==> src/hdl/amfm_tpc_pkg.sv <==
// amfm_tpc_pkg: shared types and constants for the am/fm tuner preset controller
// holds command, status and register index codes plus reset values
// no dependencies
package amfm_tpc_pkg;

    // field widths
    localparam int STATION_W  = 11;
    localparam int STEP_W     = 8;
    localparam int LEVEL_W    = 7;
    localparam int VOLREQ_W   = 11;
    localparam int BUTTON_W   = 4;
    localparam int MODE_W     = 3;
    localparam int STATUS_W   = 3;
    localparam int CFG_IDX_W  = 3;
    localparam int CFG_DATA_W = 11;

    // default preset bank depth
    localparam int PRESET_COUNT_DEF = 5;

    // reset values of the configuration registers
    localparam logic [STATION_W-1:0] AM_MIN_RST       = 11'd530;
    localparam logic [STATION_W-1:0] AM_MAX_RST       = 11'd1700;
    localparam logic [STATION_W-1:0] FM_MIN_RST       = 11'd879;
    localparam logic [STATION_W-1:0] FM_MAX_RST       = 11'd1079;
    localparam logic [STEP_W-1:0]    AM_STEP_RST      = 8'd10;
    localparam logic [STEP_W-1:0]    FM_STEP_RST      = 8'd2;
    localparam logic [LEVEL_W-1:0]   VOLUME_LIMIT_RST = 7'd100;

    // command codes
    typedef enum logic [MODE_W-1:0] {
        MODE_POWER  = 3'd0,
        MODE_VOLUME = 3'd1,
        MODE_BAND   = 3'd2,
        MODE_STORE  = 3'd3,
        MODE_RECALL = 3'd4,
        MODE_SCAN_UP = 3'd5,
        MODE_SCAN_DN = 3'd6,
        MODE_TUNE   = 3'd7
    } mode_t;

    // result status codes
    typedef enum logic [STATUS_W-1:0] {
        ST_OK        = 3'd0,
        ST_VOL_ZERO  = 3'd1,
        ST_VOL_CAP   = 3'd2,
        ST_BAD_INDEX = 3'd3,
        ST_RANGE     = 3'd4
    } status_t;

    // configuration register indexes
    typedef enum logic [CFG_IDX_W-1:0] {
        REG_AM_MIN       = 3'd0,
        REG_AM_MAX       = 3'd1,
        REG_FM_MIN       = 3'd2,
        REG_FM_MAX       = 3'd3,
        REG_AM_STEP      = 3'd4,
        REG_FM_STEP      = 3'd5,
        REG_VOLUME_LIMIT = 3'd6
    } cfg_reg_t;

    // one result item
    typedef struct packed {
        logic                 power_on;
        logic                 band_is_fm;
        logic [STATION_W-1:0] station;
        logic [LEVEL_W-1:0]   volume_level;
        logic [STATION_W-1:0] band_last_station;
        status_t              status;
    } result_t;

endpackage

==> src/hdl/am_fm_tuner_preset_controller.sv <==
// am_fm_tuner_preset_controller: radio tuner command processor with per-band presets
// each result is registered in the output register, or in the skid entry while the output is stalled
// throughput: one request per cycle while the skid entry is empty; the result register plus one skid entry
// let one more request in while the output is stalled
// reset (aresetn, synchronous, active low): power off, AM band, station 530,
// volume 0, no last stations, presets at band minimum, registers at defaults
// depends on amfm_tpc_pkg
module am_fm_tuner_preset_controller
    import amfm_tpc_pkg::*;
#(
    parameter int PRESET_COUNT = PRESET_COUNT_DEF
) (
    input  logic                  aclk,
    input  logic                  aresetn,

    // configuration write channel
    input  logic                  cfg_valid,
    output logic                  cfg_ready,
    input  logic [CFG_IDX_W-1:0]  cfg_index,
    input  logic [CFG_DATA_W-1:0] cfg_data,

    // command channel
    input  logic                  s_valid,
    output logic                  s_ready,
    input  logic [MODE_W-1:0]     s_mode,
    input  logic signed [VOLREQ_W-1:0] s_volume_request,
    input  logic [BUTTON_W-1:0]   s_button_index,
    input  logic [STATION_W-1:0]  s_station_request,

    // result channel
    output logic                  m_valid,
    input  logic                  m_ready,
    output logic                  m_power_on,
    output logic                  m_band_is_fm,
    output logic [STATION_W-1:0]  m_station,
    output logic [LEVEL_W-1:0]    m_volume_level,
    output logic [STATION_W-1:0]  m_band_last_station,
    output logic [STATUS_W-1:0]   m_status
);

    localparam int PIDX_W = (PRESET_COUNT > 1) ? $clog2(PRESET_COUNT) : 1;
    localparam int BTN_CMP_W = BUTTON_W + 1;

    // configuration registers
    logic [STATION_W-1:0] am_min_reg, am_max_reg, fm_min_reg, fm_max_reg;
    logic [STEP_W-1:0]    am_step_reg, fm_step_reg;
    logic [LEVEL_W-1:0]   volume_limit_reg;

    // tuner state
    logic                 powered_reg, powered_next;
    logic                 band_fm_reg, band_fm_next;
    logic [STATION_W-1:0] tuned_reg, tuned_next;
    logic [LEVEL_W-1:0]   level_reg, level_next;
    logic [LEVEL_W-1:0]   saved_level_reg, saved_level_next;
    logic [STATION_W-1:0] last_am_reg, last_am_next;
    logic [STATION_W-1:0] last_fm_reg, last_fm_next;
    logic [STATION_W-1:0] presets_am_reg [PRESET_COUNT];
    logic [STATION_W-1:0] presets_fm_reg [PRESET_COUNT];

    // output register and skid entry
    result_t out_reg, skid_reg, result_next;
    logic    m_valid_reg, skid_valid_reg;

    logic    s_accept, out_free;
    logic    btn_ok, store_en;
    logic [PIDX_W-1:0]    btn_idx;
    logic [STATION_W-1:0] lo, hi, preset_rd, last_cur, scan_val, new_last;
    logic [STEP_W-1:0]    stp;
    logic [STATION_W:0]   up_sum, lo_plus;
    logic                 set_last;
    status_t              status_next;

    assign cfg_ready = 1'b1;
    assign s_ready   = !skid_valid_reg;
    assign s_accept  = s_valid && s_ready;
    assign out_free  = !m_valid_reg || m_ready;

    // configuration register writes
    always_ff @(posedge aclk) begin
        if (!aresetn) begin
            am_min_reg       <= AM_MIN_RST;
            am_max_reg       <= AM_MAX_RST;
            fm_min_reg       <= FM_MIN_RST;
            fm_max_reg       <= FM_MAX_RST;
            am_step_reg      <= AM_STEP_RST;
            fm_step_reg      <= FM_STEP_RST;
            volume_limit_reg <= VOLUME_LIMIT_RST;
        end else if (cfg_valid && cfg_ready) begin
            unique case (cfg_reg_t'(cfg_index))
                REG_AM_MIN:       am_min_reg       <= cfg_data;
                REG_AM_MAX:       am_max_reg       <= cfg_data;
                REG_FM_MIN:       fm_min_reg       <= cfg_data;
                REG_FM_MAX:       fm_max_reg       <= cfg_data;
                REG_AM_STEP:      am_step_reg      <= cfg_data[STEP_W-1:0];
                REG_FM_STEP:      fm_step_reg      <= cfg_data[STEP_W-1:0];
                REG_VOLUME_LIMIT: volume_limit_reg <= cfg_data[LEVEL_W-1:0];
                default: ;
            endcase
        end
    end

    // current band limits and preset lookup
    assign lo       = band_fm_reg ? fm_min_reg  : am_min_reg;
    assign hi       = band_fm_reg ? fm_max_reg  : am_max_reg;
    assign stp      = band_fm_reg ? fm_step_reg : am_step_reg;
    assign btn_ok   = {1'b0, s_button_index} < BTN_CMP_W'(PRESET_COUNT);
    assign btn_idx  = PIDX_W'(s_button_index);
    assign preset_rd = band_fm_reg ? presets_fm_reg[btn_idx] : presets_am_reg[btn_idx];
    assign up_sum   = {1'b0, tuned_reg} + (STATION_W+1)'(stp);
    assign lo_plus  = {1'b0, lo} + (STATION_W+1)'(stp);

    // command decode and next state
    always_comb begin
        powered_next     = powered_reg;
        band_fm_next     = band_fm_reg;
        tuned_next       = tuned_reg;
        level_next       = level_reg;
        saved_level_next = saved_level_reg;
        status_next      = ST_OK;
        store_en         = 1'b0;
        set_last         = 1'b0;
        new_last         = tuned_reg;
        scan_val         = tuned_reg;

        unique case (mode_t'(s_mode))
            MODE_POWER: begin
                if (powered_reg) begin
                    saved_level_next = level_reg;
                    level_next       = '0;
                    powered_next     = 1'b0;
                end else begin
                    level_next   = saved_level_reg;
                    powered_next = 1'b1;
                end
            end
            MODE_VOLUME: begin
                if (!powered_reg || s_volume_request[VOLREQ_W-1]) begin
                    level_next  = '0;
                    status_next = ST_VOL_ZERO;
                end else if (s_volume_request[VOLREQ_W-2:0] >
                             (VOLREQ_W-1)'(volume_limit_reg)) begin
                    level_next  = volume_limit_reg;
                    status_next = ST_VOL_CAP;
                end else begin
                    level_next = s_volume_request[LEVEL_W-1:0];
                end
            end
            MODE_BAND: begin
                band_fm_next = !band_fm_reg;
                if (!band_fm_reg) begin
                    tuned_next = (last_fm_reg == '0) ? fm_min_reg : last_fm_reg;
                end else begin
                    tuned_next = (last_am_reg == '0) ? am_min_reg : last_am_reg;
                end
            end
            MODE_STORE: begin
                if (!btn_ok) begin
                    status_next = ST_BAD_INDEX;
                end else begin
                    store_en = 1'b1;
                end
            end
            MODE_RECALL: begin
                if (!btn_ok) begin
                    status_next = ST_BAD_INDEX;
                end else begin
                    tuned_next = preset_rd;
                    set_last   = 1'b1;
                    new_last   = preset_rd;
                end
            end
            MODE_SCAN_UP: begin
                if (tuned_reg >= hi) begin
                    scan_val = lo;
                end else if (up_sum > {1'b0, hi}) begin
                    scan_val = hi;
                end else begin
                    scan_val = up_sum[STATION_W-1:0];
                end
                tuned_next = scan_val;
                set_last   = 1'b1;
                new_last   = scan_val;
            end
            MODE_SCAN_DN: begin
                if (tuned_reg <= lo) begin
                    scan_val = hi;
                end else if ({1'b0, tuned_reg} < lo_plus) begin
                    scan_val = lo;
                end else begin
                    scan_val = tuned_reg - STATION_W'(stp);
                end
                tuned_next = scan_val;
                set_last   = 1'b1;
                new_last   = scan_val;
            end
            MODE_TUNE: begin
                if (s_station_request >= lo && s_station_request <= hi) begin
                    tuned_next = s_station_request;
                    set_last   = 1'b1;
                    new_last   = s_station_request;
                end else begin
                    status_next = ST_RANGE;
                end
            end
            default: ;
        endcase

        // last station of the band in use
        last_am_next = last_am_reg;
        last_fm_next = last_fm_reg;
        if (set_last) begin
            if (band_fm_reg) begin
                last_fm_next = new_last;
            end else begin
                last_am_next = new_last;
            end
        end

        last_cur = band_fm_next ? last_fm_next : last_am_next;

        result_next.power_on          = powered_next;
        result_next.band_is_fm        = band_fm_next;
        result_next.station           = tuned_next;
        result_next.volume_level      = level_next;
        result_next.band_last_station = last_cur;
        result_next.status            = status_next;
    end

    // tuner state update
    always_ff @(posedge aclk) begin
        if (!aresetn) begin
            powered_reg     <= 1'b0;
            band_fm_reg     <= 1'b0;
            tuned_reg       <= AM_MIN_RST;
            level_reg       <= '0;
            saved_level_reg <= '0;
            last_am_reg     <= '0;
            last_fm_reg     <= '0;
        end else if (s_accept) begin
            powered_reg     <= powered_next;
            band_fm_reg     <= band_fm_next;
            tuned_reg       <= tuned_next;
            level_reg       <= level_next;
            saved_level_reg <= saved_level_next;
            last_am_reg     <= last_am_next;
            last_fm_reg     <= last_fm_next;
        end
    end

    // preset banks
    always_ff @(posedge aclk) begin
        if (!aresetn) begin
            for (int i = 0; i < PRESET_COUNT; i++) begin
                presets_am_reg[i] <= AM_MIN_RST;
                presets_fm_reg[i] <= FM_MIN_RST;
            end
        end else if (s_accept && store_en) begin
            if (band_fm_reg) begin
                presets_fm_reg[btn_idx] <= tuned_reg;
            end else begin
                presets_am_reg[btn_idx] <= tuned_reg;
            end
        end
    end

    // result register with one skid entry
    always_ff @(posedge aclk) begin
        if (!aresetn) begin
            m_valid_reg    <= 1'b0;
            skid_valid_reg <= 1'b0;
        end else if (out_free) begin
            if (skid_valid_reg) begin
                m_valid_reg    <= 1'b1;
                skid_valid_reg <= 1'b0;
            end else begin
                m_valid_reg <= s_accept;
            end
        end else if (s_accept) begin
            skid_valid_reg <= 1'b1;
        end
    end

    // result payload
    always_ff @(posedge aclk) begin
        if (out_free) begin
            if (skid_valid_reg) begin
                out_reg <= skid_reg;
            end else if (s_accept) begin
                out_reg <= result_next;
            end
        end else if (s_accept) begin
            skid_reg <= result_next;
        end
    end

    assign m_valid             = m_valid_reg;
    assign m_power_on          = out_reg.power_on;
    assign m_band_is_fm        = out_reg.band_is_fm;
    assign m_station           = out_reg.station;
    assign m_volume_level      = out_reg.volume_level;
    assign m_band_last_station = out_reg.band_last_station;
    assign m_status            = out_reg.status;

endmodule
==> config.mk <==
export PLATFORM = sky130hd
export DESIGN_NAME = am_fm_tuner_preset_controller
export DESIGN_NICKNAME = d
export VERILOG_FILES = /design/src/hdl/amfm_tpc_pkg.sv /design/src/hdl/am_fm_tuner_preset_controller.sv
export SDC_FILE = /design/constraint.sdc
export NUM_CORES = 1
export LEC_CHECK = 0
export BUFFER_PORTS_ARGS = -buffer_cell sky130_fd_sc_hd__buf_2
export CORE_ASPECT_RATIO = 0.8
export CORE_MARGIN = 2
export CORE_UTILIZATION = 41
export CTS_CLUSTER_SIZE = 20
export DETAILED_ROUTE_END_ITERATION = 7
export PLACE_DENSITY_LB_ADDON = 0.3
export SLEW_MARGIN = 20
export SYNTH_ARGS = -nofsm -noshare
export SYNTH_HDL_FRONTEND = slang
export SYNTH_SLANG_ARGS = --single-unit
export TNS_END_PERCENT = 30
==> constraint.sdc <==
create_clock -name aclk -period 5.72 [get_ports aclk]
set_clock_uncertainty 0.15 [all_clocks]
set_input_delay 0.572 -clock aclk [delete_from_list [all_inputs] [get_ports aclk]]
set_output_delay 0.572 -clock aclk [all_outputs]
set_load 0.02 [all_outputs]
==> flow_metrics.tcl <==
set metrics [dict create \
    outcome "finished, final reports clean" \
    core-area_um2 46910 \
    finalSetupViolCount 0 \
    min_from "cfg_data[10]" \
    holdPathStages 3 \
    pre_cts_slack_ns -0.1688 \
    cp.required_ns 5.89 \
    synth_area_leaders "edfxtp_1 (37%), dfxtp_1 (12%), ha_1 (6.2%)" \
    fin_total_pwr_mw 6.656 \
    arrival_ns 5.55 \
    synth_area_leader_cell "edfxtp_1" \
    critical_path.cell_chain "mux2i_1, ha_1, nor3_1, o21ai_0, a21oi_1, o21ai_0, xnor2_1, ha_1, a2111o_1, o31a_1, nor3_1, a211oi_1, a2111oi_4, buf_4, o221ai_2, mux2_2" \
    min_period_ns 5.383 \
    p_sw_mw 1.875 \
    clockPowerShare_pct 38.6 \
    critical_path_depth 16 \
    drv_cap 0 \
    pwr_density_cell_nw_per_um2 299.1 \
    cp_top_family "compound AO/OA/AOI/OAI gates" \
    ys_seq_area_share_pct 49.43 \
    rsz0062_at_grt "no" \
    leakage_nw 8.405 \
    synth_flop_cell "edfxtp_1" \
    setup-tns-final_ns 0 \
    fin_cells 2689 \
    num-fill-cells 4356 \
    worst_pin_slew_ns 1.103 \
    reg2reg_depth 16 \
    grt_pass1_vias 15060 \
    seqPwrFrac_pct 44.6 \
    htreeDepth 2 \
    swShare_pct 28.17 \
    num_rows 71 \
    ys_types 86 \
    drt.antenna.violating_nets 0 \
    crit_path_end_kind "flip-flop" \
    die_area_um2 49130 \
    dr.pass1.iters 6 \
    diodes 0 \
    postSynthAreaPerCell_um2 10.27 \
    r2r_end "m_band_last_station[5]" \
    ir_drop_v 0.0002096 \
    timing.hold.ws_ns 0.1539 \
    nets 2191 \
    drive_gt1_share_pct 14.69 \
    cp-start-kind "flip-flop" \
    routabilityCongestion 0.9726 \
    grt_pass1_wl_um 97140 \
    p_comb_share_pct 16.8 \
    ios 85 \
    reg2reg_from "band_fm_reg" \
    final_max_slew_viol_count 0 \
    grt_max_degree 107 \
    hold_path.class "in2reg" \
    yosys_warnings 0 \
    ctsLongestPathBuffers 3 \
    crit_path_max_incr_delay_ns 0.47 \
    root_buffer "clkbuf_16" \
    grt_usage_pct 26.64 \
    setup_slack_ns 0.3374 \
    vias_per_cell 5.943 \
    critPathKind "reg2reg" \
    path_clk_slew_ns 0.06 \
    dieWidth_um 247.3 \
    vias 15980 \
    final_cell_mix "edfxtp_1 (241), nand2_1 (233), nor2_1 (119), dfxtp_1 (117), o21ai_0 (97)" \
    initial_core_util_pct 41.40 \
    syn_area_um2 19420 \
    dr.first_iter.drc_count 1937 \
    die_y_um 198.7 \
    ys_seq_elements 359 \
    numPortBuffers 83 \
    crit_buf_inv 1 \
    syn_to_final_growth_pct 14.61 \
    synth-edff-count 241 \
    min_to "am_max_reg[10]" \
    internal-power_mw 4.781 \
    cts_tree "yes" \
    fmax_ghz 0.1858 \
    clk_latency_ns 0.57 \
    cts_made_buffers 39 \
    cts_sinks 359 \
    wl_per_cell_um 24.24 \
    final_common_cell "edfxtp_1" \
    holdBufCountCts 0 \
    hpwl_um 46520 \
    antenna_found_initial 0 \
    overflow 0 \
    hold_viol 0 \
    synthCells 1890 \
    reg2reg_slack_ns 0.34 \
    netlist.area_leader.share_pct 37.27 \
    ys_async_sr_fraction_pct 0 \
    largest_reg_flops 87 \
    fin_crit_sh_pct 94.10 \
    cp_max_fo 12 \
    relSlewSlack_pct 26.31 \
    wirelength_um 65170 \
    drc 0 \
    dp.cells 2620 \
    slowest_stage "dfxtp_4" \
]
power groups by stage:
| stage | Sequential, mW | Clock (mW) | Combinational (mW) |
|---|---|---|---|
| floorplan | 3.03 | 0 | 0.645 |
| global placement | 3.02 | 0 | 1.07 |
| detailed placement | 3.02 | 0 | 1.08 |
| CTS | 2.97 | 2.61 | 1.09 |
| global route | 2.98 | 2.70 | 1.21 |
| finish | 2.97 | 2.57 | 1.12 |
layer usage:
metal / part of all wire [%] / vias up / global-route usage, %
li1: - / 7313 / -
met1: 46 / 7780 / 40.13
met2: 41 / 786 / 36.89
met3: 11 / 103 / 6.786
met4: 2.8 / 0 / 8.649
met5: 0 / - / 0
synthesized netlist by cell type (all sizes together), types with 34 or more instances:
master	n
nor2	121
a21boi	42
dfxtp	118
inv	53
and2	52
nand2	234
edfxtp	241
o21ai	98
clkbuf	72
mux2i	58
ha	96
nor3	39
mux2	34
nand3	71
a21oi	88
or2	35
cell type report:
type,instances,area [um^2],area share (%)
multi-input cells,1435,9438,42.41
flip-flops and latches,359,9603,43.15
clock buffers,43,1022,4.593
clock inverters,23,247.7,1.113
inverters,57,214.0,0.9613
repair buffers,152,955.9,4.295
well taps,620,775.7,3.486
tightest hold or removal path: stages:
cell	delay (ns)
buf_2	0.14
nand2_1	0.06
nand3_1	0.07
how the worst max path moves through the flow:
stage,end,from
after global routing,m_band_last_station[6],band_fm_reg
after floorplan,m_band_last_station[6],band_fm_reg
final,m_band_last_station[5],band_fm_reg
after CTS,m_station[7],band_fm_reg
after detailed placement,m_station[6],band_fm_reg
after global placement,m_station[6],band_fm_reg
metrics by stage:
stage	cell area (um^2)	util (%)
floorplan	19670	-
global placement	20920	44.60
detailed placement	20920	44.60
CTS	22200	47.34
global route	22260	47.45
finish	22260	47.45
cells by family after synthesis:
group	synth area share (%)
flops	49.43
compound gates	17.53
fa+ha+maj	6.495
buf+inv	3.376
xor+xnor	1.263
mux	5.909
other cells	0.03867
simple gates	15.96
timing repair:
| action | in CTS | in global routing |
|---|---|---|
| gates resized for setup | 1 | 6 |
| gates cloned | 0 | 0 |
| endpoints found under the setup margin | 5 | 48 |
| pin swaps | 1 | 1 |
| buffers inserted | 1 | 1 |
Power figures use the tool's default switching activity.
